[config.mk]
export PLATFORM = sky130hd
export DESIGN_NAME = key_debounce_press_classifier
export DESIGN_NICKNAME = d
export VERILOG_FILES = /design/src/sv/kdpc_pkg.sv /design/src/sv/kdpc_front.sv /design/src/sv/kdpc_queue.sv /design/src/sv/kdpc_back.sv /design/src/sv/key_debounce_press_classifier.sv
export VERILOG_INCLUDE_DIRS = /design/src /design/src/sv
export SDC_FILE = /design/constraint.sdc
export NUM_CORES = 1
export LEC_CHECK = 0
export BUFFER_PORTS_ARGS = -buffer_cell sky130_fd_sc_hd__buf_4
export CAP_MARGIN = 5
export CELL_PAD_IN_SITES_DETAIL_PLACEMENT = 0
export CELL_PAD_IN_SITES_GLOBAL_PLACEMENT = 2
export CORE_UTILIZATION = 30
export CTS_BUF_LIST = sky130_fd_sc_hd__clkbuf_16
export CTS_CLUSTER_DIAMETER = 100
export DETAILED_ROUTE_END_ITERATION = 10
export PLACE_DENSITY = 0.68
export SYNTH_ARGS = -nofsm -noshare
export SYNTH_HDL_FRONTEND = slang
export SYNTH_SLANG_ARGS = --single-unit
[constraint.sdc]
create_clock -name aclk -period 10.67 [get_ports aclk]
set_clock_uncertainty 0.2 [all_clocks]
set_input_delay 2.134 -clock aclk [delete_from_list [all_inputs] [get_ports aclk]]
set_output_delay 2.134 -clock aclk [all_outputs]
set_load 0.02 [all_outputs]
[src/sv/key_debounce_press_classifier_macros.svh]
// assertion macros for the key debounce press classifier
`ifndef KEY_DEBOUNCE_PRESS_CLASSIFIER_MACROS_SVH
`define KEY_DEBOUNCE_PRESS_CLASSIFIER_MACROS_SVH

// same-cycle implication, checked outside reset
`define KDPC_ASSERT_NOW(label, ante, cons, msg) \
    label: assert property (@(posedge aclk) disable iff (!aresetn) (ante) |-> (cons)) \
        else $error(msg);

// next-cycle implication, checked outside reset
`define KDPC_ASSERT_NEXT(label, ante, cons, msg) \
    label: assert property (@(posedge aclk) disable iff (!aresetn) (ante) |=> (cons)) \
        else $error(msg);

`endif

[src/sv/kdpc_pkg.sv]
// shared types and constants for the key debounce press classifier
package kdpc_pkg;

    localparam int KEY_COUNT_DEF = 4;

    localparam int KEY_W    = 2;
    localparam int RUN_W    = 8;
    localparam int HELD_W   = 16;
    localparam int MASK_W   = 4;
    localparam int CFG_IDX_W = 2;
    localparam int CFG_DATA_W = 16;

    localparam logic [RUN_W-1:0]  RUN_MAX  = '1;
    localparam logic [HELD_W-1:0] HELD_MAX = '1;

    localparam logic [RUN_W-1:0]  DEBOUNCE_RST  = 8'd3;
    localparam logic [HELD_W-1:0] LONG_TICKS_RST = 16'd100;
    localparam logic [MASK_W-1:0] LONG_MASK_RST = 4'd1;

    localparam logic [CFG_IDX_W-1:0] CFG_DEBOUNCE_TICKS   = 2'd0;
    localparam logic [CFG_IDX_W-1:0] CFG_LONG_PRESS_TICKS = 2'd1;
    localparam logic [CFG_IDX_W-1:0] CFG_LONG_PRESS_MASK  = 2'd2;

    localparam logic KIND_SHORT = 1'b0;
    localparam logic KIND_LONG  = 1'b1;

    localparam int QUEUE_PTR_W = 2;
    localparam int QUEUE_DEPTH = 1 << QUEUE_PTR_W;
    localparam int QUEUE_CNT_W = QUEUE_PTR_W + 1;

    typedef struct packed {
        logic [KEY_W-1:0] key;
        logic             kind;
    } event_t;

    typedef struct packed {
        logic   valid;
        event_t evt;
    } event_req_t;

    typedef struct packed {
        logic              last_level;
        logic [RUN_W-1:0]  run_count;
        logic              debounced_level;
        logic [HELD_W-1:0] held_count;
        logic              long_reported;
    } key_slot_t;

endpackage

[src/sv/kdpc_front.sv]
// front end: sample intake, per-key debounce state and press classification
module kdpc_front #(
    parameter int KEY_COUNT = kdpc_pkg::KEY_COUNT_DEF
) (
    input  logic                             aclk,
    input  logic                             aresetn,
    input  logic                             cfg_wr_en,
    input  logic [kdpc_pkg::CFG_IDX_W-1:0]   cfg_index,
    input  logic [kdpc_pkg::CFG_DATA_W-1:0]  cfg_wdata,
    input  logic                             sample_take,
    input  logic [kdpc_pkg::KEY_W-1:0]       key_index,
    input  logic                             raw_level,
    input  logic                             read_ok,
    output kdpc_pkg::event_req_t             push
);
    import kdpc_pkg::*;

    logic [RUN_W-1:0]  debounce_reg;
    logic [HELD_W-1:0] long_ticks_reg;
    logic [MASK_W-1:0] long_mask_reg;

    key_slot_t key_reg [KEY_COUNT];
    key_slot_t key_cur;
    key_slot_t key_next;
    logic       key_hit;
    logic [RUN_W-1:0]  run_inc;
    logic [HELD_W-1:0] held_inc;

    always_ff @(posedge aclk) begin
        if (!aresetn) begin
            debounce_reg   <= DEBOUNCE_RST;
            long_ticks_reg <= LONG_TICKS_RST;
            long_mask_reg  <= LONG_MASK_RST;
        end else if (cfg_wr_en) begin
            case (cfg_index)
                CFG_DEBOUNCE_TICKS:   debounce_reg   <= cfg_wdata[RUN_W-1:0];
                CFG_LONG_PRESS_TICKS: long_ticks_reg <= cfg_wdata[HELD_W-1:0];
                CFG_LONG_PRESS_MASK:  long_mask_reg  <= cfg_wdata[MASK_W-1:0];
                default: ;
            endcase
        end
    end

    // select the addressed key
    always_comb begin
        key_cur = key_reg[0];
        key_hit = 1'b0;
        for (int i = 0; i < KEY_COUNT; i++) begin
            if (32'(key_index) == i) begin
                key_cur = key_reg[i];
                key_hit = 1'b1;
            end
        end
    end

    assign run_inc  = (key_cur.run_count == RUN_MAX) ? RUN_MAX : key_cur.run_count + 1'b1;
    assign held_inc = (key_cur.held_count == HELD_MAX) ? HELD_MAX
                                                       : key_cur.held_count + 1'b1;

    always_comb begin
        key_next       = key_cur;
        push.valid     = 1'b0;
        push.evt.key   = key_index;
        push.evt.kind  = KIND_SHORT;
        if (raw_level != key_cur.last_level) begin
            key_next.last_level = raw_level;
            key_next.run_count  = '0;
        end else begin
            key_next.run_count = run_inc;
            if (run_inc >= debounce_reg) begin
                if (raw_level != key_cur.debounced_level) begin
                    key_next.debounced_level = raw_level;
                    key_next.held_count      = '0;
                    if (raw_level) begin
                        key_next.long_reported = 1'b0;
                    end else if (!key_cur.long_reported) begin
                        push.valid = sample_take && read_ok && key_hit;
                    end
                end else if (raw_level) begin
                    key_next.held_count = held_inc;
                    if (long_mask_reg[key_index] && !key_cur.long_reported
                        && held_inc >= long_ticks_reg) begin
                        key_next.long_reported = 1'b1;
                        push.valid    = sample_take && read_ok && key_hit;
                        push.evt.kind = KIND_LONG;
                    end
                end
            end
        end
    end

    always_ff @(posedge aclk) begin
        for (int i = 0; i < KEY_COUNT; i++) begin
            if (!aresetn) begin
                key_reg[i].last_level      <= 1'b0;
                key_reg[i].run_count       <= DEBOUNCE_RST;
                key_reg[i].debounced_level <= 1'b0;
                key_reg[i].held_count      <= '0;
                key_reg[i].long_reported   <= 1'b0;
            end else if (sample_take && read_ok && 32'(key_index) == i) begin
                key_reg[i] <= key_next;
            end
        end
    end

endmodule

[src/sv/kdpc_queue.sv]
// short event queue between front end and output stage
module kdpc_queue (
    input  logic                 aclk,
    input  logic                 aresetn,
    input  kdpc_pkg::event_req_t push,
    input  logic                 pop,
    output kdpc_pkg::event_t     head,
    output logic                 empty,
    output logic                 full
);
    import kdpc_pkg::*;

    event_t                 mem_reg [QUEUE_DEPTH];
    logic [QUEUE_PTR_W-1:0] wr_ptr_reg, wr_ptr_next;
    logic [QUEUE_PTR_W-1:0] rd_ptr_reg, rd_ptr_next;
    logic [QUEUE_CNT_W-1:0] count_reg, count_next;
    logic                   do_push, do_pop;

    assign empty   = (count_reg == '0);
    assign full    = (count_reg == QUEUE_CNT_W'(QUEUE_DEPTH));
    assign do_push = push.valid && !full;
    assign do_pop  = pop && !empty;
    assign head    = mem_reg[rd_ptr_reg];

    always_comb begin
        wr_ptr_next = do_push ? wr_ptr_reg + 1'b1 : wr_ptr_reg;
        rd_ptr_next = do_pop ? rd_ptr_reg + 1'b1 : rd_ptr_reg;
        count_next  = count_reg;
        if (do_push && !do_pop) begin
            count_next = count_reg + 1'b1;
        end else if (do_pop && !do_push) begin
            count_next = count_reg - 1'b1;
        end
    end

    always_ff @(posedge aclk) begin
        if (do_push) begin
            mem_reg[wr_ptr_reg] <= push.evt;
        end
    end

    always_ff @(posedge aclk) begin
        if (!aresetn) begin
            wr_ptr_reg <= '0;
            rd_ptr_reg <= '0;
            count_reg  <= '0;
        end else begin
            wr_ptr_reg <= wr_ptr_next;
            rd_ptr_reg <= rd_ptr_next;
            count_reg  <= count_next;
        end
    end

endmodule

[src/sv/kdpc_back.sv]
// output stage: holds one event request for the result channel
module kdpc_back (
    input  logic             aclk,
    input  logic             aresetn,
    input  kdpc_pkg::event_t head,
    input  logic             empty,
    output logic             pop,
    output logic             m_valid,
    input  logic             m_ready,
    output kdpc_pkg::event_t m_event
);
    import kdpc_pkg::*;

    logic   out_valid_reg, out_valid_next;
    event_t out_evt_reg;

    assign pop = !out_valid_reg || m_ready;

    always_comb begin
        out_valid_next = out_valid_reg;
        if (pop) begin
            out_valid_next = !empty;
        end
    end

    always_ff @(posedge aclk) begin
        if (!aresetn) begin
            out_valid_reg <= 1'b0;
        end else begin
            out_valid_reg <= out_valid_next;
        end
    end

    always_ff @(posedge aclk) begin
        if (pop && !empty) begin
            out_evt_reg <= head;
        end
    end

    assign m_valid = out_valid_reg;
    assign m_event = out_evt_reg;

endmodule

[src/sv/key_debounce_press_classifier.sv]
// top level: debounces scanned keys and reports short and long presses
// a sample is taken every cycle while the 4-entry event queue has room
// an event is registered first into the event queue, then into the output register
// (the output register holds its event while m_ready is low)
// the per-key read-modify-write takes one sample per cycle while the queue has room
// synchronous active-low reset: keys released and stable, registers at defaults, queue empty
`include "key_debounce_press_classifier_macros.svh"

module key_debounce_press_classifier #(
    parameter int KEY_COUNT = kdpc_pkg::KEY_COUNT_DEF
) (
    input  logic                            aclk,
    input  logic                            aresetn,
    input  logic                            cfg_wr_en,
    input  logic [kdpc_pkg::CFG_IDX_W-1:0]  cfg_index,
    input  logic [kdpc_pkg::CFG_DATA_W-1:0] cfg_wdata,
    input  logic                            s_valid,
    output logic                            s_ready,
    input  logic [kdpc_pkg::KEY_W-1:0]      s_key_index,
    input  logic                            s_raw_level,
    input  logic                            s_read_ok,
    output logic                            m_valid,
    input  logic                            m_ready,
    output logic [kdpc_pkg::KEY_W-1:0]      m_event_key,
    output logic                            m_event_kind
);
    import kdpc_pkg::*;

    event_req_t push;
    event_t     head;
    event_t     m_event;
    logic       q_empty, q_full, q_pop;
    logic       sample_take;

    assign s_ready     = !q_full;
    assign sample_take = s_valid && s_ready;

    kdpc_front #(
        .KEY_COUNT(KEY_COUNT)
    ) u_front (
        .aclk        (aclk),
        .aresetn     (aresetn),
        .cfg_wr_en   (cfg_wr_en),
        .cfg_index   (cfg_index),
        .cfg_wdata   (cfg_wdata),
        .sample_take (sample_take),
        .key_index   (s_key_index),
        .raw_level   (s_raw_level),
        .read_ok     (s_read_ok),
        .push        (push)
    );

    kdpc_queue u_queue (
        .aclk    (aclk),
        .aresetn (aresetn),
        .push    (push),
        .pop     (q_pop),
        .head    (head),
        .empty   (q_empty),
        .full    (q_full)
    );

    kdpc_back u_back (
        .aclk    (aclk),
        .aresetn (aresetn),
        .head    (head),
        .empty   (q_empty),
        .pop     (q_pop),
        .m_valid (m_valid),
        .m_ready (m_ready),
        .m_event (m_event)
    );

    assign m_event_key  = m_event.key;
    assign m_event_kind = m_event.kind;

    `KDPC_ASSERT_NOW(a_no_event_on_bad_read, sample_take && !s_read_ok, !push.valid, "event from failed read")
    `KDPC_ASSERT_NOW(a_no_push_when_full, push.valid, !q_full, "event pushed into full queue")
    `KDPC_ASSERT_NOW(a_long_only_when_pressed, push.valid && push.evt.kind == KIND_LONG, s_raw_level, "long press on released sample")
    `KDPC_ASSERT_NEXT(a_event_reaches_output, !q_empty && !m_valid, m_valid, "queued event not moved out")

endmodule
Word level (Yosys, flattened, before mapping)

Memory sizes are Yosys's and may differ from the RTL's. A register that Yosys moved wholly into a read port is not among the register bits.
Cells that the tools add are included.

Latch bits: 0
Bits of input ports: 27
Memories: 2
Bits in registers: 36
Bits in writable memories: 120
Word-level logic and storage cells: 112
Bits in read-only memories: 0
Output and inout bits: 5

Bitwise gates (word level): 4
Reductions and logical operators: 27
Equality and inequality tests: 10
Order comparisons: 3
Add/subtract/negate cells: 6
Shifts and indexed selects: 0
Muxes and demuxes: 53
Divide/modulo/power cells: 0
$mul: 0

Memories:

| name            | words | width | read ports | clocked after memory_dff | write ports | RTL line         | text |
|---|---|---|---|---|---|---|---|
| u_front.key_reg | 4     | 27    | 4          | 0                        | 4           | kdpc_front.sv:22 | `key_slot_t key_reg [KEY_COUNT];` |
| u_queue.mem_reg | 4     | 3     | 1          | 1                        | 1           | kdpc_queue.sv:13 | `event_t mem_reg [QUEUE_DEPTH];` |

Operators by type and width:

| cell                                                 | count |
|---|---|
| 2-to-1 mux 27 bit                                    | 7 |
| 2-to-1 mux 1 bit                                     | 36 |
| 2-to-1 mux 18 bit                                    | 2 |
| 2-to-1 mux 17 bit                                    | 2 |
| adder 16 x 1 -> 16 bit (second input constant)       | 1 |
| equality test 16 bit (second input constant)         | 1 |
| >= comparator 16 bit                                 | 1 |
| 2-to-1 mux 16 bit                                    | 1 |
| 2-to-1 mux 8 bit                                     | 2 |
| logical AND 1 bit                                    | 13 |
| adder 8 x 1 -> 8 bit (second input constant)         | 1 |
| equality test 8 bit (second input constant)          | 1 |
| >= comparator 8 bit                                  | 1 |
| equality test 2 bit (second input constant)          | 3 |
| zero test 1 bit                                      | 6 |
| 2-to-1 mux 3 bit                                     | 2 |
| AND reduction 2 bit                                  | 3 |
| adder 2 x 1 -> 2 bit (second input constant)         | 2 |
| equality test 2 x 1 -> 1 bit (second input constant) | 2 |
| zero test 2 bit                                      | 2 |
| bitwise OR 1 bit                                     | 4 |
| adder 3 x 1 -> 3 bit (second input constant)         | 1 |
| equality test 3 bit (second input constant)          | 1 |
| zero test 3 bit                                      | 1 |
| 6 further kinds                                      | 7 |

Longest topological paths before layout

Gate-level depths: netlist (run 1).

Depth in word-level cells: 18
Depth in mapped cells: 22
Gate-level depth less buffers: 18

By module

A second synthesis (run 1) with hierarchy kept.

Cells, all modules: 749
Area, all modules: 8,520.7 µm²

By module, submodules not included:

| module                        | seq. area each (µm²) | cells an instance | times used | area each (µm²) |
|---|---|---|---|---|
| kdpc_front                    | 3,793.6              | 677               | 1          | 7,444.6 |
| kdpc_queue                    | 540.5                | 63                | 1          | 917.1 |
| kdpc_back                     | 110.1                | 7                 | 1          | 148.9 |
| key_debounce_press_classifier | 0.0                  | 2                 | 1          | 10.0 |

Least setup slack after synthesis (run 1)

OpenSTA, ideal clock, no wires.

Path type: input -> register
Start: input s_key_index[0] (netlist bit)
End: register u_queue.count_reg[2]
Slack: 4.293 ns
Path buffers: 4
Data required time: 10.394 ns
Data arrival time: 6.102 ns
Cell stages on the path: 22
Setup time: 0.076 ns
Path through: buf_6 buf_12 mux4_1 ha_1 nand4_1 nor2_2 nand3_2 buf_2 nand2_1 ha_1 nand2_1 nor3_1 a21oi_1 o21ai_0 o211a_1 buf_2 ha_1 inv_1 fa_1 xor2_1 or3_1 a21boi_0

Longest elaborated chain between the ends: 17
Elaborated cells between the ends (all ways): 40
Those cells by class: add/sub (2); order compare (2); eq/ne (7); mux (19); reduce/logical (10)

Ends and longest elaborated chain:

| what                                                           | RTL line                            | text |
|---|---|---|
| start: declaration                                             | key_debounce_press_classifier.sv:19 | `input logic [kdpc_pkg::KEY_W-1:0] s_key_index,` |
| equality test 2 x 1 -> 1 bit                                   | kdpc_front.sv:49                    | `if (32'(key_index) == i) begin` |
| 2-to-1 mux 27 bit (3 in a row)                                 | kdpc_front.sv:49                    |  |
| adder 16 x 1 -> 16 bit or equality test 16 bit (tied branches) | kdpc_front.sv:58, kdpc_front.sv:57  |  |
| 2-to-1 mux 16 bit                                              | kdpc_front.sv:57                    | `assign held_inc = (key_cur.held_count == HELD_MAX) ? HELD_MAX` |
| >= comparator 16 bit                                           | kdpc_front.sv:82                    | `&& held_inc >= long_ticks_reg) begin` |
| logical AND 1 bit                                              | kdpc_front.sv:82                    |  |
| 2-to-1 mux 1 bit                                               | kdpc_front.sv:81                    | `if (long_mask_reg[key_index] && !key_cur.long_reported` |
| 2-to-1 mux 1 bit                                               | kdpc_front.sv:79                    | `end else if (raw_level) begin` |
| 2-to-1 mux 1 bit                                               | kdpc_front.sv:71                    | `if (raw_level != key_cur.debounced_level) begin` |
| 2-to-1 mux 1 bit                                               | kdpc_front.sv:70                    | `if (run_inc >= debounce_reg) begin` |
| 2-to-1 mux 1 bit (*)                                           | kdpc_front.sv:65                    | `if (raw_level != key_cur.last_level) begin` |
| logical AND 1 bit (*)                                          | kdpc_queue.sv:21                    | `assign do_push = push.valid && !full;` |
| named net u_queue.do_push                                      | kdpc_queue.sv:17                    | `logic do_push, do_pop;` |
| zero test 1 bit                                                | kdpc_queue.sv:31                    | `end else if (do_pop && !do_push) begin` |
| logical AND 1 bit                                              | kdpc_queue.sv:31                    |  |
| nonzero test 2 bit (no source line)                            | n/a                                 |  |
| end signal: assignment                                         | kdpc_queue.sv:50                    | `count_reg <= count_next;` |
| end: declaration                                               | kdpc_queue.sv:16                    | `logic [QUEUE_CNT_W-1:0] count_reg, count_next;` |

Mark *: on every way through the listed nets, which the timed path passes. The rest lies on a longest branch. The select of a mux whose other input is x is not followed.
A chain may end at the register's enable or synchronous reset.

Final worst setup path (run 1)

Start: input s_key_index[0] (netlist bit)
End: register u_queue.count_reg[2]

Longest elaborated chain between the ends: 17
Elaborated cells between the ends (all ways): 40
Those cells by class: add/sub (2); order compare (2); eq/ne (7); mux (19); reduce/logical (10)

Ends and longest elaborated chain:

| what                                                           | RTL line |
|---|---|
| equality test 2 x 1 -> 1 bit                                   | kdpc_front.sv:49 |
| 2-to-1 mux 27 bit (3 in a row)                                 | kdpc_front.sv:49 |
| adder 16 x 1 -> 16 bit or equality test 16 bit (tied branches) | kdpc_front.sv:58, kdpc_front.sv:57 |
| 2-to-1 mux 16 bit                                              | kdpc_front.sv:57 |
| >= comparator 16 bit                                           | kdpc_front.sv:82 |
| logical AND 1 bit                                              | kdpc_front.sv:82 |
| 2-to-1 mux 1 bit                                               | kdpc_front.sv:81 |
| 2-to-1 mux 1 bit                                               | kdpc_front.sv:79 |
| 2-to-1 mux 1 bit                                               | kdpc_front.sv:71 |
| 2-to-1 mux 1 bit                                               | kdpc_front.sv:70 |
| 2-to-1 mux 1 bit (*)                                           | kdpc_front.sv:65 |
| logical AND 1 bit (*)                                          | kdpc_queue.sv:21 |
| zero test 1 bit                                                | kdpc_queue.sv:31 |
| logical AND 1 bit                                              | kdpc_queue.sv:31 |
| nonzero test 2 bit (no source line)                            | n/a |

Every way passes the cells marked *; elsewhere a longest branch is shown, timed or not. The select of a mux whose other input is x is not followed.

==> metrics.md, run 1 <==
| Metric | Value |
|---|---|
| Setup repair bufs after CTS | 0 |
| Setup crit end kind | flop |
| Post-synth EDFFs | 122 |
| Clk sink count | 159 |
| Syn Area/Cell | 11.5 sq um |
| Maximum clock rate | 0.144 GHz |
| Worst Reg-to-Reg Cells | 18 |
| R2R setup slack | 5820 ps |
| WS Path Type | primary input to flop |
| P_leak | 3.46 nW |
| FF-to-FF Start | u_front.key_reg[2][2] |
| Met1 usage in global routing | 0.198 |
| I/O Pins | 32 |
| Setup TNS | 0 ps |
| Clock share of power | 0.379 |
| Vias per cell | 5.03 |
| Hold path cells | 2 |
| Hold/Removal Path Class | flop to flop |
| GRT Overall Usage | 0.145 |
| Yosys top cell by area | edfxtp_1 |
| Post-detail-place hpwl | 13300 um |
| Clk slew on worst S/H paths | 70 ps |
| Die H | 168 um |
| Power Internal | 0.00114 W |
| Async SR Flop Fraction | 0 |
| Power Dens Cells | 172 nW/um^2 |
| TritonCTS clock tree | done |
| RSZ-0062 raised after global routing | no |
| Worst Tran Pin Value | 1130 ps |
| Fin nets | 802 |
| Global-route wire length before repair | 30900 um |
| CP max stage cell | buf_4 |
| Max incr delay on CP | 530 ps |
| Synth Instances | 715 |
| # H-tree levels | 4 |
| Num rows | 60 |
| DRC Markers | 0 |
| CTS Hold Bufs | 0 |
| Final setup violation count | 0 |
| Crit. Startpoint | s_key_index[0] |
| Syn-to-layout area delta | 13.6% |
| Met3 Track Usage GR | 0.0180 |
| Starting Density | 0.305 |
| Buffers & Inverters on Critical Path | 2 |
| Most used cell, CP | ha_1 |
| Rel. slew slack | 0.245 |
| Met2 usage | 0.238 |
| WP data required | 10820 ps |
| Vias in the first global route | 5591 |
| GRT busiest layer | met2 |
| CTS root buffer | clkbuf_16 |
| DRT antenna net count | 0 |
| Initial DRC Count | 447 |
| CTS-repair resized insts | 0 |
| Leading post-synthesis cells by instance count | nor2_1 (127), edfxtp_1 (122), nand2_1 (67) |
| Synthesis Warnings | 0 |
| Period utilisation layout | 0.653 |
| Max reg flops | 108 |
| WP data arrival | 7110 ps |
| Layout cells sized above 1 | 0.154 |
| Cell variety after synth | 62 |
| Hold Path End | u_front.long_ticks_reg[1] |
| GRT Residual Overflow | 0 |
| Worst Setup Start Kind | primary input |
| Clock buffer depth | 2 |
| Wirelength per Cell | 18.0 um |
| Largest net degree at the start of global routing | 46 |
| Critical path, cell by cell | buf_4, mux4_1, ha_1, nand4_1, nor2_2, nand3_2, and2_1, ha_1, nor2b_1, o21ai_0, a21oi_1, o21ai_0, o211a_1, ha_1, inv_1, fa_1, xor2_1, or3_1, a21boi_0 |
| Die footprint | 28100 sq um |
| Worst path top cell family by delay | simple AND/OR/NAND/NOR gates |
| Total CTS buffers | 17 |
| Later-pin clock latency in the skew report | 430 ps |
| Area contributors post-synth | edfxtp_1 (45%), dfxtp_1 (9.0%), mux4_2 (6.3%), nor2_1 (5.8%), ha_1 (5.0%) |
| Post-synth net total | 776 |
| Placer Congestion | 0.811 |
| ANT cells | 0 |
| Register area share after synthesis | 0.535 |
| Status | completed |
| Max cap viols | 0 |
| Post-synth top area share | 0.445 |
| Port bufs | 31 |
| Initial DRT Pass Iterations | 4 |
| Tmin final | 6960 ps |
| Power, Total | 0.00160 W |
| Post-synth top flop | edfxtp_1 |
| Vias | 5510 |
| R2r endpoint | u_queue.count_reg[2] |
| Sw Share | 0.288 |
| Fin. Hold Viols | 0 |
| Most common cell in the netlist | nor2_1 |
| Switching power total | 0.000462 W |
| Initial antenna violation count | 0 |
| Yosys reg bits | 159 |
| Chip width | 168 um |
| Logic gate share of total power | 0.165 |
| Core Area | 27000 sq um |
| Syn Std Cell Area | 8230 sq um |
| Max FO, Critical Path | 38 |
| Worst Hold Launch | u_front.long_ticks_reg[1] |
| Worst vdd rail ir drop | 98.1 uV |
| WL final | 19700 um |
| Sequential share of power | 0.456 |
| Slew Limit Fails | 0 |
==> layer usage <==
layer  wire (um)  share of wire
met1        9440           0.48
met2        9290           0.47
met3         649          0.033
met4         335          0.017
met5           0              0
==> stage by stage <==
stage                     hold slack, ps  instances  setup WS [ps]   util  area (sq um)
final                                274       1095           3710  0.347          9360
after floorplan                      240        715           4290      -          8230
after global routing                 304       1095           3260  0.347          9360
after global placement               262       1063           3460  0.325          8770
after detailed placement             261       1063           3200  0.325          8770
after CTS                            272       1095           3660  0.347          9360
==> cell usage in the layout, fill, tap and decap left out, drive strengths merged, types with 3 or more instances in the layout <==
master and count:
a21boi 18, clkbuf 18, o21ai 23, mux2i 8
o211ai 4, a21o 7, edfxtp 122, or3 3
ha 33, nor2b 15, nor3 10, xor2 7
a31oi 7, xnor2 7, a21oi 20, nand2 67
mux4 31, nand3b 3, o21a 3, and4 4
a22oi 4, nand3 15, nand2b 19, and3 10
nor2 128, nand4 4, dfxtp 37, inv 47
and2 16, buf 40
==> worst max path at each step <==
stage / slack (ps) / cells past startpoint / end
after CTS: 3660 / 19 / u_queue.count_reg[2]
after global placement: 3460 / 19 / u_queue.count_reg[2]
after detailed placement: 3200 / 19 / u_queue.count_reg[2]
after global routing: 3260 / 19 / u_queue.count_reg[2]
final: 3710 / 19 / u_queue.count_reg[2]
after floorplan: 4290 / 22 / u_queue.count_reg[2]
==> power groups by stage <==
stage                     Clock (W)  Sequential (W)  Combinational, W
after floorplan                   0        0.000749          0.000181
after global placement            0        0.000744          0.000262
after detailed placement          0        0.000746          0.000267
after CTS                  0.000620        0.000733          0.000268
after global routing       0.000643        0.000737          0.000293
final                      0.000609        0.000732          0.000264
==> cell type report <==
class / instances / area (sq um)
Sequential cell: 159 / 4400
Tap cell: 341 / 427
Multi-Input combinational cell: 489 / 3510
Fill cell: 2644 / 17600
Timing Repair Buffer: 40 / 300
Clock inverter: 14 / 133
Inverter: 34 / 128
Clock buffer: 18 / 450
==> cell families after synthesis <==
group           share of synthesized area
fa+ha+maj                          0.0526
compound gates                     0.0798
simple gates                        0.177
xor+xnor                           0.0149
mux                                0.0996
flops                               0.535
buf+inv                            0.0409
==> tightest hold or removal path, cell delays in order, from the launching register on <==
cell and delay, ps:
dfxtp_1 320, nand2_1 50, a21boi_0 60
(Power assumes the default switching activity.)
==> run 2: changes to the inputs <==
Settings changed: ABC_AREA set to 1, PLACE_DENSITY 0.68 to 0.75.
Clock period 10.67 ns to 5.98 ns, I/O delays scaled along.
==> metrics.md, run 2 <==
| Metric | Value |
|---|---|
| Setup repair bufs after CTS | 0 (unchanged) |
| Worst path top cell family by delay | simple AND/OR/NAND/NOR gates |
| Num rows | 60 (unchanged) |
| Clock share of power | 0.369 (-0.010) |
| Later-pin clock latency in the skew report | 440 ps (about the same) |
| Die H | 168 um (about the same) |
| Most common cell after layout, fill and taps aside | nand2_1 |
| Worst Setup Start Kind | primary input |
| Max cap viols | 0 (unchanged) |
| Met3 Track Usage GR | 0.0366 (+0.0187) |
| Hold/Removal Path Class | flop to flop |
| ANT cells | 0 (unchanged) |
| Clock buffer depth | 2 (unchanged) |
| Syn Std Cell Area | 8230 sq um (about the same) |
| Tmin final | 5360 ps |
| Post-synth net total | 1021 (+32%) |
| Largest net degree at the start of global routing | 42 (-8.7%) |
| CTS root buffer | clkbuf_16 |
| Post-synth top flop | edfxtp_1 |
| Status | completed |
| Async SR Flop Fraction | 0 (unchanged) |
| Most used cell, CP | nand2_1 |
| Buffers & Inverters on Critical Path | 6 (+4) |
| P_leak | 3.91 nW (+13%) |
| Sw Share | 0.315 (+0.0272) |
| Power Dens Cells | 306 nW/um^2 (+79%) |
| GRT Residual Overflow | 0 (unchanged) |
| Port bufs | 31 (unchanged) |
| Yosys top cell by area | edfxtp_1 |
| Max reg flops | 108 (unchanged) |
| Leading post-synthesis cells by instance count | nand2_1 (215), nor2_1 (136), edfxtp_1 (122) |
| Syn-to-layout area delta | 15.4% |
| Setup TNS | 0 ps (unchanged) |
| Wirelength per Cell | 17.3 um (-4.2%) |
| WP data arrival | 5430 ps (-1680 ps) |
| Switching power total | 0.000917 W (+99%) |
| # H-tree levels | 4 (unchanged) |
| Fin nets | 1061 (+32%) |
| Core Area | 27000 sq um (unchanged) |
| Yosys reg bits | 159 (unchanged) |
| WS Path Type | primary input to flop |
| Rel. slew slack | 0.230 (-0.0152) |
| Vias | 6431 (+17%) |
| Total CTS buffers | 17 (unchanged) |
| Met1 usage in global routing | 0.245 (+0.0472) |
| WL final | 23400 um (+18%) |
| TritonCTS clock tree | done |
| CTS Hold Bufs | 0 (unchanged) |
| Most common cell in the netlist | nand2_1 |
| Register area | 4400 sq um (unchanged) |
| Slew Limit Fails | 0 (unchanged) |
| Synthesis Warnings | 0 (unchanged) |
| Met2 usage | 0.266 (+0.0281) |
| Post-detail-place hpwl | 16500 um (+24%) |
| Syn Area/Cell | 8.58 sq um (-26%) |
| Layout cells sized above 1 | 0.119 (-0.0344) |
| WP data required | 6050 ps (-4770 ps) |
| Period utilisation layout | 0.896 |
| Synth Instances | 960 (+34%) |
| Initial antenna violation count | 0 (unchanged) |
| GRT Overall Usage | 0.173 (+0.0280) |
| Sequential share of power | 0.448 (-0.008) |
| Post-synth top area share | 0.445 (about the same) |
| Vias per cell | 4.75 (-5.6%) |
| Initial DRT Pass Iterations | 5 (+1) |
| Register area share after synthesis | 0.535 (about the same) |
| Logic gate share of total power | 0.183 (+0.018) |
| # fillers | 2807 (+6.2%) |
| Vias in the first global route | 6010 (+7.5%) |
| DRT antenna net count | 0 (unchanged) |
| Critical path, cell by cell | buf_4, inv_2, nand2_2, nand2_2, buf_4, or2_1, a22oi_2, nor2_1, nand2_1, inv_2, nand2_1, inv_2, or2_1, ha_1, a21oi_1, o21ai_0, nand2_1, o2111ai_1, nand2_1, buf_4, nor2_2, nand2_1, a21oi_1 |
| Clk slew on worst S/H paths | 70 ps (about the same) |
| Die footprint | 28100 sq um (about the same) |
| Clk sink count | 159 (unchanged) |
| Max incr delay on CP | 560 ps (+30 ps) |
| Max FO, Critical Path | 17 (-55%) |
| CTS-repair resized insts | 0 (unchanged) |
| Utilization after layout | 0.353 (+0.00552) |
| Area contributors post-synth | edfxtp_1 (44%), nand2_1 (9.8%), dfxtp_1 (9.0%), a21oi_1 (6.4%), nor2_1 (6.2%) |
| Final setup violation count | 0 (unchanged) |
| Most frequent cells in the layout | nand2_1 (212), nor2_1 (136), edfxtp_1 (122) |
| Power Internal | 0.00200 W (+75%) |
| Post-synth EDFFs | 122 (unchanged) |
| RSZ-0062 raised after global routing | no |
| Maximum clock rate | 0.187 GHz |
| Worst Tran Pin Value | 1150 ps (+25.8 ps) |
| Multi-input logic area | 3280 sq um (-6.7%) |
| Initial DRC Count | 403 (-9.8%) |
| Setup crit end kind | flop |
| GRT busiest layer | met2 |
| Placer Congestion | 0.871 (+7.3%) |
| I/O Pins | 32 (unchanged) |
| Chip width | 168 um (about the same) |
| Worst vdd rail ir drop | 196 uV (+100%) |
| Fin. Hold Viols | 0 (unchanged) |
| CP max stage cell | nor2_2 |
| Global-route wire length before repair | 36200 um (+17%) |
| DRC Markers | 0 (unchanged) |
| Cell variety after synth | 40 (-35%) |
| Starting Density | 0.305 (about the same) |
run 2: cell types whose count changed after synthesis, sizes merged, moves of 10 or more:
cell / previous run / this run
nand2: 67 / 219
a21oi: 20 / 106
inv: 34 / 109
o21ai: 23 / 70
nand3: 15 / 52
mux4: 31 / 0
nand2b: 19 / 0
a21boi: 18 / 0
nor2: 128 / 144
and2: 16 / 1
nor2b: 15 / 0
and3: 10 / 0
run 2: final timing paths:
kind,start,end,slack [ps],cells after the start
worst max register to register,u_front.key_reg[2][18],u_front.key_reg[2][6],1580,22
worst min register to register,u_front.long_mask_reg[0],u_front.long_mask_reg[0],270,2
worst max-delay path,s_key_index[1],u_front.key_reg[2][6],620,23
worst min-delay path,u_front.long_mask_reg[0],u_front.long_mask_reg[0],270,2
run 2: through the flow:
step	worst slack (ps)	instances	hold slack (ps)	total power [W]	area, sq um
final	622	1354	270	0.00291	9500
after global routing	285	1354	287	0.00305	9500
after CTS	604	1354	271	0.00293	9500
after detailed placement	124	1322	259	0.00187	8930
after global placement	145	1322	257	0.00187	8930
after floorplan	736	960	229	0.00167	8230
run 2: tightest hold or removal path: cells and delay by family, from the launching register on:
family | cells | cell delay [ps]
DFF | 1 | 340
and+or+nand+nor | 2 | 100
run 2: logic make-up (layout without fill, tap and decap cells):
kind of cell	Yosys count	in the layout	share of synthesized area
buf+inv	140	193	0.0682
xor+xnor	3	3	0.00319
flops	159	159	0.535
simple gates	430	430	0.216
compound gates	194	194	0.125
fa+ha+maj	34	34	0.0526
run 2: power by group through the flow:
stage / sequential, W / clock, W / combinational (W)
after CTS: 0.00131 / 0.00109 / 0.000540
after detailed placement: 0.00133 / 0 / 0.000539
after floorplan: 0.00134 / 0 / 0.000328
final: 0.00130 / 0.00107 / 0.000533
after global placement: 0.00133 / 0 / 0.000543
after global routing: 0.00131 / 0.00114 / 0.000602
run 2: area by class of cell:
type | count | share of cell area
well taps | 341 | 0.0449
inverters | 110 | 0.0434
multi-input cells | 661 | 0.345
repair buffers | 51 | 0.0429
clock inverters | 15 | 0.0157
clock buffers | 17 | 0.0448
flip-flops and latches | 159 | 0.463
run 2: routing by layer:
layer  part of all wire  wire (um)  up-vias
met5                  0          0        -
met4              0.013        310        0
met3              0.041        960       17
met2               0.44      10400      139
met1               0.50      11700     2981
li1                   -          -     3294
==> run 3: changes to the inputs <==
Settings changed: GPL_ROUTABILITY_DRIVEN set to 0, REMOVE_ABC_BUFFERS set to 1, SLEW_MARGIN set to 20.
==> metrics.md, run 3 (synthesized netlist as in run 2, its figures left out) <==
| Metric | Value |
|---|---|
| Status | completed |
| Total CTS buffers | 17 (unchanged) |
| Max cap viols | 0 (unchanged) |
| Worst vdd rail ir drop | 176 uV (-10%) |
| Clk slew on worst S/H paths | 70 ps (about the same) |
| Most used cell, CP | nand2_1 |
| Initial antenna violation count | 0 (unchanged) |
| Clock buffer depth | 2 (unchanged) |
| Die footprint | 28100 sq um (unchanged) |
| Fin. Hold Viols | 0 (unchanged) |
| DRC Markers | 0 (unchanged) |
| Pre-CTS setup slack | 165 ps (+40.7 ps) |
| GRT Residual Overflow | 0 (unchanged) |
| ANT cells | 0 (unchanged) |
| Setup TNS | 0 ps (unchanged) |
| CTS-repair resized insts | 0 (unchanged) |
| GRT Overall Usage | 0.170 (-0.00382) |
| CTS root buffer | clkbuf_16 |
| Rel. slew slack | 0.430 (+0.200) |
| Vias in the first global route | 6173 (+2.7%) |
| Max incr delay on CP | 610 ps (+50 ps) |
| Critical path, cell by cell | buf_4, inv_2, nand2_1, nand2_2, o21ai_0, nand2_1, ha_1, nand3_1, nor2_1, nand2_1, inv_2, nand2_1, inv_2, or2_1, ha_1, a21oi_1, o21ai_0, nand2_1, o2111ai_1, nand2_1, buf_4, nor2_2, nand2_1, a21oi_1 |
| Initial DRT Pass Iterations | 5 (unchanged) |
| Global-route wire length before repair | 36000 um (-0.42%) |
| RSZ-0062 raised after global routing | no |
| Post-DP Area | 8980 sq um (+0.59%) |
| Switching power total | 0.000845 W (-7.8%) |
| Worst Hold Launch | u_front.debounce_reg[5] |
| P_leak | 3.95 nW (+1.0%) |
| Most frequent cells in the layout | nand2_1 (212), nor2_1 (136), edfxtp_1 (122) |
| Max FO, Critical Path | 15 (-2) |
| Vias per cell | 4.81 (+1.3%) |
| # H-tree levels | 4 (unchanged) |
| Most common cell after layout, fill and taps aside | nand2_1 |
| Vias | 6547 (+1.8%) |
| Sw Share | 0.291 (-0.0235) |
| Final instance area | 9550 sq um (+0.53%) |
| Worst Tran Pin Value | 852 ps (-302 ps) |
| Clock share of power | 0.369 (about the same) |
| Tmin final | 5300 ps (-59.4 ps) |
| Initial DRC Count | 402 (-0.25%) |
| Core Area | 27000 sq um (unchanged) |
| Setup repair bufs after CTS | 0 (unchanged) |
| Fin nets | 1068 (+0.66%) |
| Later-pin clock latency in the skew report | 430 ps (about the same) |
| Setup crit end kind | flop |
| Power Internal | 0.00206 W (+3.0%) |
| Final setup margin | 682 ps (+59.4 ps) |
| Final setup violation count | 0 (unchanged) |
| WS Path Type | primary input to flop |
| Power Dens Cells | 304 nW/um^2 (-0.89%) |
| WP data required | 6040 ps (about the same) |
| WHS | 262 ps (-7.73 ps) |
| Clk sink count | 159 (unchanged) |
| Chip width | 168 um (unchanged) |
| TritonCTS clock tree | done |
| CTS Hold Bufs | 0 (unchanged) |
| Num rows | 60 (unchanged) |
| Wirelength per Cell | 17.0 um (-1.7%) |
| Non-filler cells, final | 1361 (+0.52%) |
| Period utilisation layout | 0.886 (-0.00994) |
| Cells after DPL | 1329 (+0.53%) |
| Largest net degree at the start of global routing | 42 (unchanged) |
| Maximum clock rate | 0.189 GHz (+1.1%) |
| Sequential share of power | 0.450 (+0.002) |
| Logic gate share of total power | 0.181 (-0.002) |
| Max reg flops | 108 (unchanged) |
| CP max stage cell | nor2_2 |
| Worst Setup Start Kind | primary input |
| I/O Pins | 32 (unchanged) |
| Hold/Removal Path Class | flop to flop |
| Port bufs | 31 (unchanged) |
| DRT antenna net count | 0 (unchanged) |
| WL final | 23100 um (-1.2%) |
| Layout cells sized above 1 | 0.122 (+0.00212) |
| Syn-to-layout area delta | 16.0% |
| Crit. Startpoint | s_key_index[0] |
| Slew Limit Fails | 0 (unchanged) |
| Die H | 168 um (unchanged) |
| Starting Density | 0.305 (unchanged) |
| WP data arrival | 5360 ps (-70 ps) |
| FF-to-FF Start | u_front.key_reg[2][19] |
| Post-detail-place hpwl | 16000 um (-2.5%) |
## run 3: final cells by class
cell class                      count  area [sq um]
Clock buffer                       17           425
Clock inverter                     15           146
Fill cell                        2778         17400
Inverter                          110           413
Multi-Input combinational cell    661          3280
Sequential cell                   159          4400
Tap cell                          341           427
Timing Repair Buffer               58           460
## run 3: worst paths after layout
| kind | endpoint | slack, ps | depth (start not counted) |
|---|---|---|---|
| hold reg to reg | u_front.debounce_reg[5] | 260 | 2 |
| setup reg to reg | u_front.key_reg[1][10] | 1400 | 22 |
| setup / recovery | u_front.key_reg[1][10] | 680 | 24 |
| hold / removal | u_front.debounce_reg[5] | 260 | 2 |
## run 3: worst max-delay path: cells and delay by family
kind,cells,cell delay [ps]
simple gates,12,2280
compound gates,5,790
fa+ha+maj,2,560
buf+inv,5,530
## run 3: routing by layer
layer | share of wire | GRT usage
met2 | 0.45 | 0.265
met3 | 0.043 | 0.0281
met4 | 0.0061 | 0.0383
met1 | 0.51 | 0.244
met5 | 0 | 0
## run 3: power groups by stage
| stage | sequential, W | clock, W | combinational [W] |
|---|---|---|---|
| floorplan | 0.00134 | 0 | 0.000316 |
| global placement | 0.00133 | 0 | 0.000531 |
| detailed placement | 0.00133 | 0 | 0.000530 |
| CTS | 0.00131 | 0.00109 | 0.000533 |
| global route | 0.00131 | 0.00113 | 0.000599 |
| finish | 0.00131 | 0.00107 | 0.000525 |
## run 3: through the flow
step | util | power (W)
floorplan | - | 0.00166
global placement | 0.333 | 0.00186
detailed placement | 0.333 | 0.00186
CTS | 0.355 | 0.00293
global route | 0.355 | 0.00305
finish | 0.355 | 0.00290
